$ cat src/hdl/sst_pkg.sv
package sst_pkg;

    // Node capacity and derived widths
    localparam int MAX_NODES  = 32;
    localparam int NODE_W     = $clog2(MAX_NODES);
    localparam int CNT_W      = $clog2(MAX_NODES + 1);

    // Port field widths
    localparam int VALUE_W    = 17;
    localparam int CFG_W      = 6;
    localparam int NODE_OUT_W = 5;
    localparam int LEN_OUT_W  = 6;

    // One half in 16-fraction-bit fixed point
    localparam logic [VALUE_W-1:0] HALF_FIXED = 17'd32768;

    // Node count after reset
    localparam logic [CFG_W-1:0] RESET_NODE_COUNT = 6'd32;

    // Edge matrix write request
    typedef struct packed {
        logic              en;
        logic [NODE_W-1:0] row;
        logic [NODE_W-1:0] col;
        logic              bit_val;
    } edge_wr_t;

endpackage

$ cat src/hdl/sst_edge_store.sv
module sst_edge_store (
    input  logic                          clk,
    input  sst_pkg::edge_wr_t             wr,
    input  logic [sst_pkg::NODE_W-1:0]    rd_row,
    output logic [sst_pkg::MAX_NODES-1:0] rd_bits
);

    // One row of edge bits per node; contents undefined until loaded
    logic [sst_pkg::MAX_NODES-1:0] edge_reg [sst_pkg::MAX_NODES];

    always_ff @(posedge clk)
    begin
        if (wr.en)
        begin
            edge_reg[wr.row][wr.col] <= wr.bit_val;
        end
    end

    // Row of the node currently being walked
    assign rd_bits = edge_reg[rd_row];

endmodule

$ cat src/hdl/sst_lowbit.sv
module sst_lowbit (
    input  logic [sst_pkg::MAX_NODES-1:0] word,
    output logic                          found,
    output logic [sst_pkg::NODE_W-1:0]    index
);

    logic [sst_pkg::MAX_NODES-1:0] low_onehot;

    // Isolate the lowest set bit, then encode its position
    always_comb
    begin
        low_onehot = word & (~word + sst_pkg::MAX_NODES'(1));
        index      = '0;
        for (int b = 0; b < sst_pkg::NODE_W; b++)
        begin
            for (int i = 0; i < sst_pkg::MAX_NODES; i++)
            begin
                if (((i >> b) & 1) != 0)
                begin
                    index[b] = index[b] | low_onehot[i];
                end
            end
        end
    end

    assign found = |word;

endmodule

$ cat src/hdl/sst_order_ram.sv
module sst_order_ram (
    input  logic                       clk,
    input  logic                       wr_en,
    input  logic [sst_pkg::NODE_W-1:0] wr_addr,
    input  logic [sst_pkg::NODE_W-1:0] wr_data,
    input  logic [sst_pkg::NODE_W-1:0] rd_addr,
    output logic [sst_pkg::NODE_W-1:0] rd_data
);

    // Walk order, one node index per walk position
    logic [sst_pkg::NODE_W-1:0] mem [sst_pkg::MAX_NODES];
    logic [sst_pkg::NODE_W-1:0] rd_data_reg;

    always_ff @(posedge clk)
    begin
        if (wr_en)
        begin
            mem[wr_addr] <= wr_data;
        end
        rd_data_reg <= mem[rd_addr];
    end

    assign rd_data = rd_data_reg;

endmodule

$ cat src/hdl/shortest_subtour_finder_core.sv
// Matrix entries are taken one per cycle while busy is low. The last of n*n entries
// starts the walk: each chain opens in the start state and is walked with
// the shared lowest-bit search unit; then the subtour streams out one node per cycle,
// read from the registered order RAM. Busy is high from the cycle after the last entry
// until the last node shows. The receiver cannot stall.
// Reset (rst_n, async, low): loading restarts at entry 0, node count 32, no output.
module shortest_subtour_finder_core (
    input  logic                             clk,
    input  logic                             rst_n,
    input  logic                             start,
    output logic                             busy,
    input  logic [sst_pkg::VALUE_W-1:0]      entry_value,
    input  logic                             cfg_valid,
    output logic                             cfg_ready,
    input  logic [sst_pkg::CFG_W-1:0]        cfg_data,
    output logic                             result_strobe,
    output logic [sst_pkg::NODE_OUT_W-1:0]   tour_node,
    output logic [sst_pkg::LEN_OUT_W-1:0]    tour_length,
    output logic                             last_node
);

    localparam int MAXN   = sst_pkg::MAX_NODES;
    localparam int NODE_W = sst_pkg::NODE_W;
    localparam int CNT_W  = sst_pkg::CNT_W;
    localparam int CFG_W  = sst_pkg::CFG_W;

    // Sequencer states
    localparam logic [1:0] ST_LOAD  = 2'd0;
    localparam logic [1:0] ST_START = 2'd1;
    localparam logic [1:0] ST_WALK  = 2'd2;
    localparam logic [1:0] ST_EMIT  = 2'd3;

    logic [1:0]        state_reg,       state_next;
    logic [CFG_W-1:0]  cfg_nodes_reg,   cfg_nodes_next;
    logic [NODE_W-1:0] row_reg,         row_next;
    logic [NODE_W-1:0] col_reg,         col_next;
    logic [MAXN-1:0]   visited_reg,     visited_next;
    logic [NODE_W-1:0] node_reg,        node_next;
    logic [CNT_W-1:0]  len_reg,         len_next;
    logic [CNT_W-1:0]  pos_reg,         pos_next;
    logic [CNT_W-1:0]  chain_start_reg, chain_start_next;
    logic [NODE_W-1:0] best_start_reg,  best_start_next;
    logic [CNT_W-1:0]  best_len_reg,    best_len_next;
    logic [CNT_W-1:0]  emit_k_reg,      emit_k_next;
    logic              strobe_reg,      strobe_next;
    logic              last_reg,        last_next;

    logic [CFG_W:0]    cfg_ext;
    logic [CNT_W-1:0]  n_active;
    logic [NODE_W-1:0] n_last;
    logic [MAXN-1:0]   active_mask;
    logic [MAXN-1:0]   row_bits;
    logic [MAXN-1:0]   visited_new;
    logic [MAXN-1:0]   ff_word;
    logic              ff_found;
    logic [NODE_W-1:0] ff_index;
    logic [CNT_W-1:0]  len_new;
    logic              load_accept;
    logic              ram_wr_en;
    logic [NODE_W-1:0] ram_rd_addr;
    logic [NODE_W-1:0] ram_rd_data;
    sst_pkg::edge_wr_t edge_wr;

    // Clamp node count into 1..MAX_NODES
    always_comb
    begin
        cfg_ext = {1'b0, cfg_nodes_reg};
        if (cfg_ext == '0)
        begin
            n_active = CNT_W'(1);
        end
        else if (cfg_ext > (CFG_W + 1)'(MAXN))
        begin
            n_active = CNT_W'(MAXN);
        end
        else
        begin
            n_active = CNT_W'(cfg_ext);
        end
    end

    assign n_last = NODE_W'(n_active - CNT_W'(1));

    always_comb
    begin
        for (int i = 0; i < MAXN; i++)
        begin
            active_mask[i] = (CNT_W'(i) < n_active);
        end
    end

    // Shared search operand: unseen neighbors while walking, unseen nodes otherwise
    assign visited_new = visited_reg | (MAXN'(1) << node_reg);
    assign ff_word     = (state_reg == ST_WALK) ? (row_bits & ~visited_new & active_mask)
                                                : (~visited_reg & active_mask);
    assign len_new     = len_reg + CNT_W'(1);
    assign load_accept = start && (state_reg == ST_LOAD);

    // Edge bit write for each accepted entry
    assign edge_wr.en      = load_accept;
    assign edge_wr.row     = row_reg;
    assign edge_wr.col     = col_reg;
    assign edge_wr.bit_val = (entry_value > sst_pkg::HALF_FIXED);

    assign ram_wr_en   = (state_reg == ST_WALK);
    assign ram_rd_addr = best_start_reg + emit_k_reg[NODE_W-1:0];

    sst_edge_store u_edges (
        .clk     (clk),
        .wr      (edge_wr),
        .rd_row  (node_reg),
        .rd_bits (row_bits)
    );

    sst_lowbit u_search (
        .word  (ff_word),
        .found (ff_found),
        .index (ff_index)
    );

    sst_order_ram u_order (
        .clk     (clk),
        .wr_en   (ram_wr_en),
        .wr_addr (pos_reg[NODE_W-1:0]),
        .wr_data (node_reg),
        .rd_addr (ram_rd_addr),
        .rd_data (ram_rd_data)
    );

    // Sequencer
    always_comb
    begin
        state_next       = state_reg;
        cfg_nodes_next   = cfg_nodes_reg;
        row_next         = row_reg;
        col_next         = col_reg;
        visited_next     = visited_reg;
        node_next        = node_reg;
        len_next         = len_reg;
        pos_next         = pos_reg;
        chain_start_next = chain_start_reg;
        best_start_next  = best_start_reg;
        best_len_next    = best_len_reg;
        emit_k_next      = emit_k_reg;
        strobe_next      = 1'b0;
        last_next        = 1'b0;

        case (state_reg)
            ST_LOAD:
            begin
                if (load_accept)
                begin
                    if (col_reg == n_last)
                    begin
                        col_next = '0;
                        if (row_reg == n_last)
                        begin
                            row_next        = '0;
                            visited_next    = '0;
                            pos_next        = '0;
                            best_start_next = '0;
                            best_len_next   = n_active + CNT_W'(1);
                            state_next      = ST_START;
                        end
                        else
                        begin
                            row_next = row_reg + NODE_W'(1);
                        end
                    end
                    else
                    begin
                        col_next = col_reg + NODE_W'(1);
                    end
                end
            end
            ST_START:
            begin
                // lowest unseen node opens the next chain
                if (ff_found)
                begin
                    node_next        = ff_index;
                    len_next         = '0;
                    chain_start_next = pos_reg;
                    state_next       = ST_WALK;
                end
                else
                begin
                    emit_k_next = '0;
                    state_next  = ST_EMIT;
                end
            end
            ST_WALK:
            begin
                visited_next = visited_new;
                len_next     = len_new;
                pos_next     = pos_reg + CNT_W'(1);
                if (!ff_found || (len_new >= n_active))
                begin
                    // chain ends; earliest shortest wins
                    if (len_new < best_len_reg)
                    begin
                        best_len_next   = len_new;
                        best_start_next = chain_start_reg[NODE_W-1:0];
                    end
                    state_next = ST_START;
                end
                else
                begin
                    node_next = ff_index;
                end
            end
            ST_EMIT:
            begin
                strobe_next = 1'b1;
                last_next   = ((emit_k_reg + CNT_W'(1)) == best_len_reg);
                emit_k_next = emit_k_reg + CNT_W'(1);
                if ((emit_k_reg + CNT_W'(1)) == best_len_reg)
                begin
                    state_next = ST_LOAD;
                end
            end
            default:
            begin
                state_next = ST_LOAD;
            end
        endcase

        // Node count write restarts loading
        if (cfg_valid && cfg_ready)
        begin
            cfg_nodes_next = cfg_data;
            row_next       = '0;
            col_next       = '0;
        end
    end

    always_ff @(posedge clk or negedge rst_n)
    begin
        if (!rst_n)
        begin
            state_reg       <= ST_LOAD;
            cfg_nodes_reg   <= sst_pkg::RESET_NODE_COUNT;
            row_reg         <= '0;
            col_reg         <= '0;
            visited_reg     <= '0;
            node_reg        <= '0;
            len_reg         <= '0;
            pos_reg         <= '0;
            chain_start_reg <= '0;
            best_start_reg  <= '0;
            best_len_reg    <= CNT_W'(MAXN + 1);
            emit_k_reg      <= '0;
            strobe_reg      <= 1'b0;
            last_reg        <= 1'b0;
        end
        else
        begin
            state_reg       <= state_next;
            cfg_nodes_reg   <= cfg_nodes_next;
            row_reg         <= row_next;
            col_reg         <= col_next;
            visited_reg     <= visited_next;
            node_reg        <= node_next;
            len_reg         <= len_next;
            pos_reg         <= pos_next;
            chain_start_reg <= chain_start_next;
            best_start_reg  <= best_start_next;
            best_len_reg    <= best_len_next;
            emit_k_reg      <= emit_k_next;
            strobe_reg      <= strobe_next;
            last_reg        <= last_next;
        end
    end

    // Outputs
    assign busy          = (state_reg != ST_LOAD);
    assign cfg_ready     = (state_reg == ST_LOAD);
    assign result_strobe = strobe_reg;
    assign last_node     = last_reg;
    assign tour_node     = sst_pkg::NODE_OUT_W'(ram_rd_data);
    assign tour_length   = sst_pkg::LEN_OUT_W'(best_len_reg);

    // Assertions
    a_strobe_after_busy: assert property (@(posedge clk) disable iff (!rst_n)
        result_strobe |-> $past(busy))
        else $error("result transfer without a preceding busy cycle");

    a_last_has_strobe: assert property (@(posedge clk) disable iff (!rst_n)
        last_node |-> result_strobe)
        else $error("last node marked outside a result transfer");

    a_emit_contiguous: assert property (@(posedge clk) disable iff (!rst_n)
        (result_strobe && !last_node) |=> result_strobe)
        else $error("subtour emission broke off before its last node");

endmodule
$ cat config.mk
export PLATFORM = sky130hd
export DESIGN_NAME = shortest_subtour_finder_core
export DESIGN_NICKNAME = d
export VERILOG_FILES = /design/src/hdl/sst_pkg.sv /design/src/hdl/sst_edge_store.sv /design/src/hdl/sst_lowbit.sv /design/src/hdl/sst_order_ram.sv /design/src/hdl/shortest_subtour_finder_core.sv
export SDC_FILE = /design/constraint.sdc
export NUM_CORES = 2
export LEC_CHECK = 0
export BUFFER_PORTS_ARGS = -buffer_cell sky130_fd_sc_hd__buf_2
export CAP_MARGIN = 0
export CORE_MARGIN = 2
export CORE_UTILIZATION = 55
export DETAILED_ROUTE_END_ITERATION = 12
export PLACE_DENSITY = 0.67
export SYNTH_ARGS = -nofsm -noshare
export SYNTH_HDL_FRONTEND = slang
export SYNTH_SLANG_ARGS = --single-unit
$ cat constraint.sdc
create_clock -name clk -period 5.9 [get_ports clk]
set_input_delay 1.77 -clock clk [delete_from_list [all_inputs] [get_ports clk]]
set_output_delay 1.77 -clock clk [all_outputs]
set_load 0.005 [all_outputs]
==> results.md <==
* PortBufs at 41
* Worst Clk Skew at 38.6 ps
* Global placement routability congestion at 1.01
* Synth area leader: edfxtp_1
* Clock-pin transition on the worst setup and hold timing paths at 60 ps
* Most Crowded Layer GR: met2
* Fillers at 7777
* Slew margin rel. at 13.6%
* Top-count cell post-synth: edfxtp_1
* Slowest stage delay, CP at 810 ps
* Core ar. at around 100000 um^2
* Crit path cell chain: buf_12, buf_4, mux4_2, a22oi_1, and3_1, a211o_1, a21boi_1, nor4b_1, and4bb_2, nand2_1, a221oi_2, buf_4, mux2_1
* Largest cells by area after synthesis: edfxtp_1 (62%), nor2_1 (7.7%), mux4_2 (7.3%)
* Row count at 117
* Setup TNS at 0 ps
* Status: completed
* Final Critical Period at 5410 ps
* HPWL Detailed at 102 mm
* CP dominant cell by count: buf_4
* Top cell type's share of synthesized area at 62.0%
* Top FF cell, synth: edfxtp_1
* Multi-input logic area at 17800 um^2
* Routed wire length per instance at between 30 and 40 um
* Final setup violation count at 0
* Hold Path Class: flip-flop to flip-flop
* Required time of the critical path at 6520 ps
* Die Span X at 325 um
* Crit-path slowest cell: dfrtp_4
* Register area at 37600 um^2
* Syn_area_per_cell at between 10 and 15 um^2
* Hold Vio Cnt, Final at 0
* Num CTS Buffers at ~140
* Grt met3 use at 8.20%
* Non-Filler Instances at around 5700
* H-tree depth at 4
* DRC at 0
* Resized cells post-CTS at 0
* CTS tree: built
* Worst skew pair latency at 760 ps
* FMAX at 0.185 GHz
* Share of cells above drive strength 1 at 15.9%
* First-pass GRT wire length at 253 mm
* Final core occ at 61.7%
* Leakage power at 0.0199 uW
* Initial Utilization at between 50% and 60%
* DRT antenna net count at 0
* Postcts setup bufs at 0
* Routed via count at ~38000
* RSZ-0062 raised after global routing: false
* Dpl cells at approximately 5400
* Seq/Total Area, Yosys at about two thirds
* Top Ports at 42
* CTS Buffer Depth at 3
* Mapped cell area at 56800 um^2
* Total congestion overflow at 0
* Vias in the first global route at approximately 36000
* Final wirelength at 177 mm
* Synth Warn # at 0
* Hold_buf cts at 0
* Max cap viols at 0
* DR pass1 iterations at 7
* Largest net degree at the start of global routing at just over 200
* Worst vdd ir at ~680 uV
* Critical path endpoint category: flip-flop
* Worst Setup Path Type: flip-flop to flip-flop
* CTS root buffer: clkbuf_16
* Cells after Synth at 4254
* Number of nets in the layout at 4274
* Maximum fanout along the worst path at 32
* Commonest cells post-synth: edfxtp_1 (1172), nor2_1 (1167), clkbuf_1 (264)
* Met2 Usage GRT at 49.9%
* Final Cycle Share at 91.8%
* Async SR Flop Fraction at 7.10%
* Cell variety after synth at 96
* Worst-Margin Slew at roughly 1300 ps
* Fin Hold WS at 489 ps
* Synthesized flop and latch total at 1267
* Post-synth EDFFs at between 1000 and 1500
* Max FFs per register at between 1000 and 1500
* Initial drt markers at 5880
* DR vias/cell at 6.62
* Synth Net Count at 4314
* DIE HEIGHT at between 300 and 400 um
* Total GRT Usage at 33.3%
* Crit path DAT at 6030 ps
* Initial antenna violation count at 3
* Clock sink total at 1267
* Die Area at 106000 um^2
* Final slew viol count at 0
* Worst setup SP type: flip-flop
* Synth-to-layout area growth at 10.9%
* P per Cell Area at 489 nW/um^2
* Met1 Track Usage GR at a little under half
-- cell usage in the layout, fill, tap and decap left out, types with 17 or more instances in the layout --
cell       Yosys  layout
inv_1         35      35
o22ai_1       18      18
nand3_1       60      44
o21ai_0       64      63
nor2b_1       39      35
nand2b_1      17      17
nor3_1        36      35
a21oi_1       94      94
buf_2         51      40
xnor2_1       22      21
dfrtp_1       87      82
clkbuf_16      0     139
nand2_1      174     159
clkbuf_1     264      37
a31oi_1       34      34
clkinv_1       2      29
mux4_2       183     183
buf_4         13     134
ha_1          32      31
nor2_1      1167    1165
mux2i_1      198     198
edfxtp_1    1172    1172
mux2_2        58      58
a211oi_1      23      23
a221oi_1      34      34
a22oi_1       39      39
-- critical path, delay by kind of cell, from the launching register on --
family          cells  cell delay (ps)
simple gates        4             1580
compound gates      4             1170
mux                 2              830
flops               1              810
buf+inv             3              800
-- power breakdown --
group / internal (uW) / switching [uW] / total, uW
clock network: 4730 / 3560 / 8290
registers: 10300 / 720 / 11000
logic: 4230 / 7250 / 11500
total: 19300 / 11500 / 30800
-- stage by stage --
| stage | cell area [um^2] | setup WS, ps | total power, uW |
|---|---|---|---|
| 2_1_floorplan | 56800 | -527 | 18000 |
| 3_3_place_gp | 58700 | 707 | 22300 |
| 3_5_place_dp | 58700 | 675 | 22300 |
| 4_1_cts | 63000 | 639 | 30600 |
| 5_1_grt | 63000 | 253 | 31600 |
| 6_report | 63000 | 486 | 30800 |
-- layer usage --
| layer | wire [um] | up-vias |
|---|---|---|
| met5 | 0 | - |
| met4 | 8350 | 0 |
| met3 | 21700 | 476 |
| met2 | 79300 | 2389 |
| met1 | 67200 | 19200 |
| li1 | - | 15600 |
-- final timing paths --
kind                                    start                  to  slack [ps]  depth (start not counted)
setup / recovery                  node_reg[0]      tour_length[3]         490                         13
setup reg to reg                  node_reg[0]      tour_length[3]         490                         13
hold / removal             chain_start_reg[0]  chain_start_reg[0]         490                          2
max in group asynchronous               rst_n         node_reg[1]        3680                          2
hold reg to reg            chain_start_reg[0]  chain_start_reg[0]         490                          2
min in group asynchronous               rst_n       result_strobe        1170                          1
-- cells by family (layout without fill, tap and decap cells) --
kind of cell,count (synthesis),count (layout),share of synthesized area (%)
AO/OA/AOI/OAI,470,470,5.77
XOR/XNOR,29,29,0.447
adder cells (fa/ha/maj),33,33,0.740
buffers and inverters,406,472,3.19
flip-flops,1267,1267,66.1
multiplexers,446,446,12.0
other,0,2,0
AND/OR/NAND/NOR,1603,1603,11.7
-- final cells by class --
type                            count  area share [%]
Antenna cell                        2         0.00795
Multi-Input combinational cell   2581            28.2
Clock inverter                     63           0.946
Clock buffer                      181            5.85
Sequential cell                  1267            59.7
Timing Repair Buffer              189            2.39
Inverter                           39           0.232
Tap cell                         1368            2.72
Note: power is estimated with default switching activity, not from simulation.
